**src/design/mfap_pkg.sv**
```systemverilog
`timescale 1ns / 1ps
// ----------------------------------------------------------------------------
// mfap_pkg
// Shared types and constants of the max-flow augmenting path block.
// ----------------------------------------------------------------------------
package mfap_pkg;

    localparam int MAX_NODES_DEF  = 16;
    localparam int VALUE_BITS_DEF = 32;
    // 1000.0 in Q16.16
    localparam int CAP_RAW        = 65536000;

    typedef logic [2:0] mode_t;

    localparam mode_t MODE_WR_FWD = 3'd0;
    localparam mode_t MODE_WR_REV = 3'd1;
    localparam mode_t MODE_RUN    = 3'd2;
    localparam mode_t MODE_RD_FWD = 3'd3;
    localparam mode_t MODE_RD_REV = 3'd4;

    localparam logic STATUS_OK      = 1'b0;
    localparam logic STATUS_REFUSED = 1'b1;

    typedef struct packed {
        mode_t              mode;
        logic [3:0]         row;
        logic [3:0]         col;
        logic signed [31:0] entry_value;
        logic [3:0]         source_node;
        logic [3:0]         sink_node;
    } in_item_t;

    typedef struct packed {
        logic               status;
        logic signed [31:0] result_value;
    } out_item_t;

    typedef enum logic [4:0] {
        OP_NONE,
        OP_CLEAR,
        OP_ACCEPT,
        OP_READ_DONE,
        OP_SEARCH_INIT,
        OP_POP,
        OP_POP_WAIT,
        OP_SCAN_RD,
        OP_SCAN_EV,
        OP_AUG_INIT,
        OP_WALK_INIT,
        OP_WALK_PAR,
        OP_WALK_PWAIT,
        OP_WALK_RD,
        OP_MIN_EV,
        OP_UPD_EV,
        OP_UPD_REV,
        OP_FLOW_ADD,
        OP_FINISH
    } dp_op_t;

    typedef enum logic [1:0] {
        KIND_LOCAL,
        KIND_READ,
        KIND_RUN
    } in_kind_t;

    typedef struct packed {
        dp_op_t op;
    } dp_cmd_t;

    typedef struct packed {
        in_kind_t kind;
        logic     clear_last;
        logic     stack_empty;
        logic     scan_take;
        logic     at_sink;
        logic     at_source;
        logic     fwd_pos;
    } dp_status_t;

endpackage

```
**src/design/mfap_ctrl.sv**
```systemverilog
`timescale 1ns / 1ps
// ----------------------------------------------------------------------------
// mfap_ctrl
// Sequencer for load, read and run items; drives the datapath one op a cycle.
// ----------------------------------------------------------------------------
module mfap_ctrl (
    input  logic                clk,
    input  logic                rst_n,
    input  logic                in_valid,
    output logic                in_ready,
    output logic                out_valid,
    input  logic                out_ready,
    input  mfap_pkg::dp_status_t status,
    output mfap_pkg::dp_cmd_t   cmd
);
    import mfap_pkg::*;

    typedef enum logic [4:0] {
        S_CLEAR,
        S_IDLE,
        S_READ,
        S_INIT,
        S_POP,
        S_POP_WAIT,
        S_SCAN_RD,
        S_SCAN_EV,
        S_AUG,
        S_MPAR,
        S_MPWAIT,
        S_MRD,
        S_MEV,
        S_UPAR,
        S_UPWAIT,
        S_URD,
        S_UEV,
        S_UREV,
        S_FINISH
    } state_t;

    state_t state_reg, state_next;
    logic   out_valid_reg, out_valid_next;
    logic   accept;

    assign out_valid = out_valid_reg;

    always_comb
    begin
        cmd.op         = OP_NONE;
        state_next     = state_reg;
        out_valid_next = out_valid_reg && !out_ready;
        in_ready       = 1'b0;
        accept         = 1'b0;
        unique case (state_reg)
            S_CLEAR:
            begin
                cmd.op = OP_CLEAR;
                if (status.clear_last)
                begin
                    state_next = S_IDLE;
                end
            end
            S_IDLE:
            begin
                in_ready = !out_valid_reg || out_ready;
                accept   = in_valid && in_ready;
                if (accept)
                begin
                    cmd.op = OP_ACCEPT;
                    unique case (status.kind)
                        KIND_LOCAL: out_valid_next = 1'b1;
                        KIND_READ:  state_next = S_READ;
                        KIND_RUN:   state_next = S_INIT;
                        default:    state_next = S_IDLE;
                    endcase
                end
            end
            S_READ:
            begin
                cmd.op         = OP_READ_DONE;
                out_valid_next = 1'b1;
                state_next     = S_IDLE;
            end
            S_INIT:
            begin
                cmd.op     = OP_SEARCH_INIT;
                state_next = S_POP;
            end
            S_POP:
            begin
                if (status.stack_empty)
                begin
                    state_next = S_FINISH;
                end
                else
                begin
                    cmd.op     = OP_POP;
                    state_next = S_POP_WAIT;
                end
            end
            S_POP_WAIT:
            begin
                cmd.op     = OP_POP_WAIT;
                state_next = S_SCAN_RD;
            end
            S_SCAN_RD:
            begin
                cmd.op     = OP_SCAN_RD;
                state_next = S_SCAN_EV;
            end
            S_SCAN_EV:
            begin
                cmd.op = OP_SCAN_EV;
                if (status.scan_take && status.at_sink)
                begin
                    state_next = S_AUG;
                end
                else if (status.at_sink)
                begin
                    state_next = S_POP;
                end
                else
                begin
                    state_next = S_SCAN_RD;
                end
            end
            S_AUG:
            begin
                cmd.op     = OP_AUG_INIT;
                state_next = S_MPAR;
            end
            // first walk: path minimum
            S_MPAR:
            begin
                if (status.at_source)
                begin
                    cmd.op     = OP_WALK_INIT;
                    state_next = S_UPAR;
                end
                else
                begin
                    cmd.op     = OP_WALK_PAR;
                    state_next = S_MPWAIT;
                end
            end
            S_MPWAIT:
            begin
                cmd.op     = OP_WALK_PWAIT;
                state_next = S_MRD;
            end
            S_MRD:
            begin
                cmd.op     = OP_WALK_RD;
                state_next = S_MEV;
            end
            S_MEV:
            begin
                cmd.op     = OP_MIN_EV;
                state_next = S_MPAR;
            end
            // second walk: entry updates
            S_UPAR:
            begin
                if (status.at_source)
                begin
                    cmd.op     = OP_FLOW_ADD;
                    state_next = S_INIT;
                end
                else
                begin
                    cmd.op     = OP_WALK_PAR;
                    state_next = S_UPWAIT;
                end
            end
            S_UPWAIT:
            begin
                cmd.op     = OP_WALK_PWAIT;
                state_next = S_URD;
            end
            S_URD:
            begin
                cmd.op     = OP_WALK_RD;
                state_next = S_UEV;
            end
            S_UEV:
            begin
                cmd.op     = OP_UPD_EV;
                state_next = status.fwd_pos ? S_UPAR : S_UREV;
            end
            S_UREV:
            begin
                cmd.op     = OP_UPD_REV;
                state_next = S_UPAR;
            end
            S_FINISH:
            begin
                cmd.op         = OP_FINISH;
                out_valid_next = 1'b1;
                state_next     = S_IDLE;
            end
            default:
            begin
                state_next = S_IDLE;
            end
        endcase
    end

    always_ff @(posedge clk or negedge rst_n)
    begin
        if (!rst_n)
        begin
            state_reg     <= S_CLEAR;
            out_valid_reg <= 1'b0;
        end
        else
        begin
            state_reg     <= state_next;
            out_valid_reg <= out_valid_next;
        end
    end

    // result slot must be free whenever a late result gets loaded
    a_read_slot_free: assert property (@(posedge clk) disable iff (!rst_n)
        state_reg == S_READ |-> !out_valid_reg)
        else $error("read result would overwrite a pending item");

    a_finish_slot_free: assert property (@(posedge clk) disable iff (!rst_n)
        state_reg == S_FINISH |-> !out_valid_reg)
        else $error("run result would overwrite a pending item");

    a_no_early_result: assert property (@(posedge clk) disable iff (!rst_n)
        (accept && status.kind != KIND_LOCAL) |=> !out_valid_reg)
        else $error("result shown before read or run finished");

endmodule

```
**config.mk**
```make
export PLATFORM = sky130hd
export DESIGN_NAME = mfap_ctrl
export DESIGN_NICKNAME = d
export VERILOG_FILES = /design/src/design/mfap_pkg.sv /design/src/design/mfap_ctrl.sv
export SDC_FILE = /design/constraint.sdc
export NUM_CORES = 1
export LEC_CHECK = 0
export BUFFER_PORTS_ARGS = -buffer_cell sky130_fd_sc_hd__buf_2
export CAP_MARGIN = 0
export CORE_UTILIZATION = 35
export DETAILED_ROUTE_END_ITERATION = 7
export PLACE_DENSITY = 0.53
export SLEW_MARGIN = 20
export SYNTH_ARGS = -nofsm -noshare
export SYNTH_HDL_FRONTEND = slang
export SYNTH_SLANG_ARGS = --single-unit
```
**constraint.sdc**
```tcl
create_clock -name clk -period 1.6 [get_ports clk]
set_clock_uncertainty 0.15 [all_clocks]
set_input_delay 0.08 -clock clk [delete_from_list [all_inputs] [get_ports clk]]
set_output_delay 0.08 -clock clk [all_outputs]
set_load 0.02 [all_outputs]
```
-- Word-level counts from Yosys, hierarchy flattened
Index checks and enable logic that the tools add are counted.
W data, S select, Z words.
- register bits after elaboration: 6
- bits of input ports: 12
- output and inout port bits: 7
- word-level logic and storage cells: 57
- equal/unequal tests: 23
- mux-type cells: 19
- reduce and logical (&&, ||, !) cells: 13
- operator list (kind ; count):
    $pmux W5 S17 ; 1
    $pmux W5 S16 ; 1
    $eq A5 B4 Y1 const B ; 8
    $mux W5 ; 5
    $eq A5 B3 Y1 const B ; 4
    $eq A5 B5 Y1 const B ; 3
    $pmux W5 S3 ; 1
    $eq A5 B2 Y1 const B ; 2
    $mux W4 ; 2
    $reduce_or A2 Y1 ; 4
    $mux W3 ; 2
    $ne A2 B2 Y1 const B ; 3
    $eq A5 B1 Y1 const B ; 1
    $logic_not A5 Y1 ; 1
    $mux W1 ; 4
    $mux W2 ; 2
    $logic_and A1 B1 Y1 ; 3
    $reduce_and A3 Y1 ; 1
    $eq A2 B1 Y1 const B ; 1
    $eq A2 B2 Y1 const B ; 1
    $logic_not A1 Y1 ; 2
    $logic_not A2 Y1 ; 1
    $pmux W1 S2 ; 1
    $logic_or A1 B1 Y1 ; 1

-- Logic depth before layout (Yosys ltp)
Gate-level depths: netlist of the first run.
- word-level depth: 5
- depth in mapped cells: 6
- depth with buffers taken out: 6

-- Least setup slack after synthesis of the first run
Ideal clock, no wire load.
- path kind: flip-flop to output port
- start point: register state_reg[2]
- end point: output port cmd[0] (netlist name)
- arrival: 1.547 ns
- required time: 1.370 ns
- slack: -0.177 ns
- stages on the path, launching flop included: 4
- buffers on the path: 2
- path through: dfrtp_1 buf_2 buf_2 o41ai_1
- RTL lines (item ; line ; source):
    start: declaration ; mfap_ctrl.sv:40 ; state_t state_reg, state_next;
    start signal: assignment ; mfap_ctrl.sv:216 ; state_reg <= state_next;
    end: declaration ; mfap_ctrl.sv:14 ; output mfap_pkg::dp_cmd_t cmd

==> results.py, run 1 <==
metrics = {
    "drt": {
        "met3_length_um": 149,
        "drt-wirelength-per-cell_um": 16.5,
        "detailroute.via_count": 1070,
        "wirelength_um": 3190,
        "drtIter0Drc": 27,
        "detailed_routing_wirelength_on_met1_um": 1400,
        "maxUsedRoutingLayer": "met4",
        "drcViolationCount": 0,
        "drt.antenna.violating_nets": 0,
        "met2RoutedLength_um": 1630,
        "detail_route.first_pass.iterations": 4,
        "via_per_inst": 5.52,
    },
    "cts": {
        "cts_made_buffers": 3,
        "cts.sinks": 6,
        "clkSlewWorstSetupHoldPaths_ns": 0.05,
        "cts-root-to-sink-buffers": 2,
        "cts_tree": "yes",
        "worst_skew_pair.late_latency_ns": 0.25,
        "cts_root_buffer": "sky130_fd_sc_hd__clkbuf_4",
        "cts.htree.levels": 1,
    },
    "placement": {
        "placed_cells_incl_taps": 170,
        "gpl.final_weighted_congestion": 0.853,
        "port_buffers": 18,
        "place_hpwl_um": 1920,
    },
    "worst_setup_path": {
        "rr_startpoint": "state_reg[3]$_DFFE_PN0P_",
        "r2r_depth": 6,
        "rr_endpoint": "state_reg[1]$_DFFE_PN0P_",
        "r2r_setup_slack_ns": -0.15,
        "timing_worst_setup_path_type": "register to output port",
        "end_kind": "output port",
        "timing.critical_path.required_ns": 1.37,
        "timing.critical_path.to": "cmd[2]",
        "worst_endpoint_data_arrival_time_ns": 1.60,
        "critical_path.max_fanout": 6,
        "crit_start": "state_reg[2]$_DFFE_PN0P_",
        "critPathLaunchType": "register",
    },
    "timing": {
        "timing_max_transition_violations_final": 0,
        "slew_headroom_pct": 81.3,
        "tightestPinTransition_ns": 0.277,
        "final-setup-viol-count": 7,
        "grt_setup_unrepaired": "yes",
        "final.setup.tns_ns": -1.10,
        "max_clock_freq_ghz": 0.546,
        "report.final.hold_viol_count": 0,
        "final.setup.worst_slack_ns": -0.231,
        "period_share_pct": 114,
        "final_critical_path_time_including_i_o_delays_and_setup_ns": 1.83,
    },
    "cells_and_area": {
        "largest_reg_flops": 5,
        "multi_input_area_sq_um": 658,
        "antenna_cells": 0,
        "finalNonFillerCells": 194,
        "nNetsFinal": 183,
        "post_route_cells_drive_above_1_share_pct": 55.1,
        "syn_to_final_growth_pct": 76.4,
        "ff_latch_area_sq_um": 154,
        "filler_cell_count": 192,
    },
    "pwr": {
        "p_per_area_mw_per_mm2": 2420,
        "power_leakage_nw": 0.667,
        "irDropWorstVdd_mv": 1.42,
    },
    "die": {
        "placeableCoreArea_sq_mm": 0.00204,
        "initial_core_util_pct": 38.7,
        "io_pins": 19,
        "floorplan.rows": 16,
        "die_height_um": 49.5,
        "fp.dieArea_sq_mm": 0.00245,
        "die_width_um": 49.5,
    },
    "grt": {
        "grt_start_max_net_pins": 11,
        "grt_first_pass_wirelength_um": 4730,
        "first_global_vias": 1106,
        "grt_overflow_total": 0,
        "grt_antenna_before_repair": 0,
        "overall_fraction_of_global_route_tracks_in_use_pct": 25.2,
    },
    "run_status": {
        "violations_in_the_final_reports": "setup timing",
        "status": "finished, violations left",
    },
    "yosys": {
        "synth_warnings": 0,
        "synth-seq-cells": 6,
        "mappedNetlistArea_sq_um": 791,
        "mappedNetlistNets": 122,
        "syn_area_per_cell_sq_um": 7.32,
        "synth_cells": 108,
        "synth_cell_types": 42,
        "seq_area_frac_synth_pct": 19.0,
    },
    "min_path": {
        "worstHoldPathType": "input pin to async pin",
    },
    "run": {
        "max_cap_violations": 0,
    },
}
-- metrics by stage --
step,utilization (%),area (sq um),hold WS (ns),power (W),worst slack [ns]
floorplan,-,803,-0.366,0.00166,0.0199
global placement,52.0,1060,-0.242,0.00241,-0.107
detailed placement,52.0,1060,-0.243,0.00241,-0.0895
finish,68.3,1400,0.0302,0.00338,-0.231
CTS,64.2,1310,0.0259,0.00308,-0.196
global route,68.3,1400,0.0453,0.00358,-0.279
-- per-layer routing --
| layer | GRT usage, % | vias to the layer above |
|---|---|---|
| met5 | 0 | - |
| met4 | 10.0 | 0 |
| met3 | 6.79 | 2 |
| met2 | 43.0 | 32 |
| met1 | 29.4 | 517 |
| li1 | - | 519 |
-- cells by family after synthesis --
family | count (synthesis) | share of synthesized area (%)
xor+xnor | 1 | 1.11
simple gates | 45 | 31.6
mux | 1 | 1.27
flops | 6 | 19.0
fa+ha+maj | 2 | 3.16
compound gates | 37 | 32.9
buf+inv | 16 | 10.9
-- worst min-delay path by stage --
| stage | startpoint | to | slack (ns) | cells past startpoint |
|---|---|---|---|---|
| 2_1_floorplan | rst_n | out_valid$_DFF_PN0_ | -0.37 | 0 |
| 3_3_place_gp | rst_n | out_valid$_DFF_PN0_ | -0.24 | 1 |
| 3_5_place_dp | rst_n | out_valid$_DFF_PN0_ | -0.24 | 1 |
| 4_1_cts | rst_n | out_valid$_DFF_PN0_ | 0.03 | 2 |
| 5_1_grt | rst_n | out_valid$_DFF_PN0_ | 0.05 | 2 |
| 6_report | rst_n | out_valid$_DFF_PN0_ | 0.03 | 2 |
-- synth_stat cells --
master	n	area [sq um]
sky130_fd_sc_hd__mux2i_1	1	10.0
sky130_fd_sc_hd__nand2b_1	4	25.0
sky130_fd_sc_hd__o32a_1	1	10.0
sky130_fd_sc_hd__and2_1	2	12.5
sky130_fd_sc_hd__o31a_1	1	8.76
sky130_fd_sc_hd__o221a_1	2	22.5
sky130_fd_sc_hd__nand4_1	2	12.5
sky130_fd_sc_hd__nand3_1	7	35.0
sky130_fd_sc_hd__nor3b_1	2	15.0
sky130_fd_sc_hd__and2b_1	1	7.51
sky130_fd_sc_hd__inv_1	7	26.3
sky130_fd_sc_hd__a2111oi_2	1	15.0
sky130_fd_sc_hd__o22ai_1	1	6.26
sky130_fd_sc_hd__a21o_1	3	22.5
sky130_fd_sc_hd__dfrtp_1	6	150
sky130_fd_sc_hd__buf_6	1	11.3
sky130_fd_sc_hd__a31oi_1	5	31.3
sky130_fd_sc_hd__o31ai_1	2	15.0
sky130_fd_sc_hd__o41ai_1	2	17.5
sky130_fd_sc_hd__a21oi_1	7	35.0
sky130_fd_sc_hd__nor2b_4	1	13.8
sky130_fd_sc_hd__nand2b_2	1	8.76
sky130_fd_sc_hd__nor2b_1	1	6.26
sky130_fd_sc_hd__o32ai_1	1	8.76
sky130_fd_sc_hd__nand2_1	8	30.0
sky130_fd_sc_hd__xor2_1	1	8.76
sky130_fd_sc_hd__o21ai_0	5	25.0
sky130_fd_sc_hd__nor2_1	10	37.5
sky130_fd_sc_hd__ha_1	2	25.0
sky130_fd_sc_hd__and3_4	1	11.3
sky130_fd_sc_hd__o21ai_1	2	10.0
sky130_fd_sc_hd__o311ai_0	1	8.76
sky130_fd_sc_hd__buf_4	4	30.0
sky130_fd_sc_hd__and3_1	1	6.26
sky130_fd_sc_hd__o221ai_1	1	8.76
sky130_fd_sc_hd__buf_2	3	15.0
sky130_fd_sc_hd__nor3_1	1	5.00
sky130_fd_sc_hd__clkbuf_1	1	3.75
sky130_fd_sc_hd__o211ai_1	2	15.0
sky130_fd_sc_hd__nand3b_1	1	7.51
sky130_fd_sc_hd__nor4_1	1	6.26
sky130_fd_sc_hd__and2b_4	1	10.0
-- worst max-delay path, stage by stage, from the launching register on --
cell,delay (ns)
sky130_fd_sc_hd__dfrtp_1,0.42
sky130_fd_sc_hd__buf_6,0.15
sky130_fd_sc_hd__nor3b_2,0.15
sky130_fd_sc_hd__o21ai_1,0.07
sky130_fd_sc_hd__a31oi_1,0.28
sky130_fd_sc_hd__a21o_1,0.16
sky130_fd_sc_hd__buf_6,0.12
-- layout by cell type, fill, tap and decap left out, types with 3 or more instances in the layout --
cell type / Yosys / layout
sky130_fd_sc_hd__dfrtp_1: 6 / 3
sky130_fd_sc_hd__nand2_1: 8 / 7
sky130_fd_sc_hd__a31oi_1: 5 / 5
sky130_fd_sc_hd__dfrtp_2: 0 / 3
sky130_fd_sc_hd__buf_6: 1 / 10
sky130_fd_sc_hd__nand3_1: 7 / 6
sky130_fd_sc_hd__a21oi_1: 7 / 5
sky130_fd_sc_hd__dlygate4sd3_1: 0 / 4
sky130_fd_sc_hd__buf_4: 4 / 37
sky130_fd_sc_hd__buf_2: 3 / 14
sky130_fd_sc_hd__inv_1: 7 / 6
sky130_fd_sc_hd__clkbuf_4: 0 / 3
sky130_fd_sc_hd__nand2b_4: 0 / 3
sky130_fd_sc_hd__o21ai_1: 2 / 4
sky130_fd_sc_hd__a21o_1: 3 / 3
sky130_fd_sc_hd__nor2_1: 10 / 8
-- repair_timing --
item	in CTS	in global routing
hold buffers	4	0
buffers inserted	14	3
endpoints found under the setup margin	7	11
gates resized for setup	29	17
pin swaps	6	9
hold endpoints to repair	9	0
cloned	1	0
-- cell type report --
| cell class | count | area share [%] |
|---|---|---|
| Tap cell | 27 | 2.42 |
| Clock buffer | 3 | 1.61 |
| Multi-Input combinational cell | 86 | 47.2 |
| Sequential cell | 6 | 11.0 |
| Inverter | 7 | 1.88 |
| Timing Repair Buffer | 65 | 35.9 |
-- power by group --
part           internal [W]  switching [W]
Combinational       0.00149        0.00139
Sequential         0.000237       0.000127
Clock             0.0000850      0.0000570
Total               0.00181        0.00157
(Power assumes the default switching activity.)
==> run 2, diff against run 1 <==
--- a/config.mk
+++ b/config.mk
@@ -9,6 +9,7 @@
 export CAP_MARGIN = 0
 export CORE_UTILIZATION = 35
 export DETAILED_ROUTE_END_ITERATION = 7
+export MAX_ROUTING_LAYER = met4
 export PLACE_DENSITY = 0.53
 export SLEW_MARGIN = 20
 export SYNTH_ARGS = -nofsm -noshare
==> results.py, run 2 (synthesis gave the netlist of run 1 again) <==
metrics = {
    "drt": {
        "drtIter0Drc": 27,
        "wirelength_um": 3180,
        "detail_route.first_pass.iterations": 4,
        "drcViolationCount": 0,
        "via_per_inst": 5.51,
        "detailed_routing_wirelength_on_met1_um": 1380,
        "met2RoutedLength_um": 1620,
        "met3_length_um": 158,
        "drt-wirelength-per-cell_um": 16.4,
        "detailroute.via_count": 1068,
        "maxUsedRoutingLayer": "met4",
        "drt.antenna.violating_nets": 0,
    },
    "timing": {
        "final-setup-viol-count": 7,
        "hold-worst-slack_ns": 0.0300,
        "slew_headroom_pct": 80.7,
        "tightestPinTransition_ns": 0.288,
        "max_clock_freq_ghz": 0.544,
        "period_share_pct": 115,
        "report.final.hold_viol_count": 0,
        "final.setup.worst_slack_ns": -0.239,
        "grt_setup_unrepaired": "yes",
        "final_critical_path_time_including_i_o_delays_and_setup_ns": 1.84,
        "timing_max_transition_violations_final": 0,
    },
    "run_status": {
        "status": "finished, violations left",
        "violations_in_the_final_reports": "setup timing",
    },
    "cts": {
        "cts-root-to-sink-buffers": 2,
        "cts_root_buffer": "sky130_fd_sc_hd__clkbuf_4",
        "cts.sinks": 6,
        "worst_skew_pair.late_latency_ns": 0.25,
        "cts_made_buffers": 3,
        "cts_tree": "yes",
        "cts.htree.levels": 1,
        "clkSlewWorstSetupHoldPaths_ns": 0.05,
    },
    "grt": {
        "grt_overflow_total": 0,
        "grt_antenna_before_repair": 0,
        "grt_first_pass_wirelength_um": 4740,
        "overall_fraction_of_global_route_tracks_in_use_pct": 25.9,
        "first_global_vias": 1103,
        "grt_start_max_net_pins": 11,
    },
    "die": {
        "initial_core_util_pct": 38.7,
        "floorplan.rows": 16,
        "io_pins": 19,
        "fp.dieArea_sq_mm": 0.00245,
        "die_height_um": 49.5,
        "die_width_um": 49.5,
        "placeableCoreArea_sq_mm": 0.00204,
    },
    "pwr": {
        "irDropWorstVdd_mv": 1.42,
        "p_per_area_mw_per_mm2": 2420,
        "total_power_consumption_w": 0.00338,
        "power_leakage_nw": 0.667,
    },
    "worst_setup_path": {
        "worst_path_largest_cell_delay_ns": 0.42,
        "timing.critical_path.required_ns": 1.37,
        "crit_chain": "buf_6, nor3b_2, o21ai_1, a31oi_1, a21o_1, buf_6",
        "worst_endpoint_data_arrival_time_ns": 1.61,
        "critical_path.top_delay_family": "compound AO/OA/AOI/OAI gates",
        "critPathLaunchType": "register",
        "timing_worst_setup_path_type": "register to output port",
        "critical_path.max_fanout": 6,
        "cp_num_buf_inv": 2,
        "end_kind": "output port",
        "critPathSlowestCell": "sky130_fd_sc_hd__dfrtp_1",
        "crit_path_frequent_cell": "sky130_fd_sc_hd__buf_6",
    },
    "cells_and_area": {
        "final_common_cell": "sky130_fd_sc_hd__buf_4",
        "largest_reg_flops": 5,
        "post_route_cells_drive_above_1_share_pct": 55.1,
        "nNetsFinal": 183,
        "syn_to_final_growth_pct": 76.4,
        "most-common-layout-cells": "37 x sky130_fd_sc_hd__buf_4, 14 x sky130_fd_sc_hd__buf_2, 10 x sky130_fd_sc_hd__buf_6",
        "filler_cell_count": 192,
        "final_core_utilization_pct": 68.3,
        "antenna_cells": 0,
    },
    "placement": {
        "gpl.final_weighted_congestion": 0.867,
        "place_hpwl_um": 1920,
        "port_buffers": 18,
    },
    "run": {
        "max_cap_violations": 0,
    },
    "min_path": {
        "worstHoldPathType": "input pin to async pin",
    },
}
-- run 2: cell counts in the layout (fill, tap and decap cells not counted) --
No cell type changed its count.
-- run 2: worst paths after layout --
kind                                          start                        to  slack (ns)  cells after the start
max in group asynchronous                     rst_n  state_reg[1]$_DFFE_PN0P_        1.11                      2
max                        state_reg[2]$_DFFE_PN0P_                    cmd[2]       -0.24                      6
min                                           rst_n       out_valid$_DFF_PN0_        0.03                      2
min in group clk                          status[2]  state_reg[3]$_DFFE_PN0P_        0.03                      3
min reg2reg                     out_valid$_DFF_PN0_       out_valid$_DFF_PN0_        0.48                      2
max reg2reg                state_reg[3]$_DFFE_PN0P_  state_reg[1]$_DFFE_PN0P_       -0.15                      6
-- run 2: report_power, final --
part | switching, W | internal [W] | total (W)
clock | 0.0000567 | 0.0000850 | 0.000142
combinational | 0.00138 | 0.00149 | 0.00287
sequential | 0.000128 | 0.000237 | 0.000365
total | 0.00157 | 0.00181 | 0.00338
-- run 2: timing repair --
item,4_1_cts,5_1_grt
hold endpoints to repair,9,0
endpoints found under the setup margin,7,11
buffers inserted,14,3
gates cloned,1,0
pin swaps,6,9
gates resized for setup,29,17
hold buffers,4,0
-- run 2: final cells by class --
cell class	count	area (sq um)	share of cell area [%]
inverters	7	26.3	1.88
clock buffers	3	22.5	1.61
well taps	27	33.8	2.42
repair buffers	65	500	35.9
flip-flops and latches	6	154	11.0
multi-input cells	86	658	47.2
-- run 2: per-layer routing --
metal  GRT usage [%]  vias up
met4            10.0        0
met5               -        -
met1            29.6      505
li1                -      519
met3            6.79        4
met2            43.0       40
-- run 2: worst register-to-register path, delay by kind of cell, from the launching register on --
family | cells | cell delay, ns
compound gates | 2 | 0.29
buf+inv | 2 | 0.33
flops | 1 | 0.47
simple gates | 2 | 0.44
-- run 2: stage by stage --
stage / instances / TNS, ns / setup slack, ns / instance area, sq um
finish: 194 / -1.11 / -0.239 / 1400
global route: 194 / -1.53 / -0.279 / 1400
CTS: 192 / -1.01 / -0.196 / 1310
detailed placement: 170 / -0.195 / -0.0895 / 1060
global placement: 170 / -0.240 / -0.107 / 1060
floorplan: 108 / 0 / 0.0199 / 803
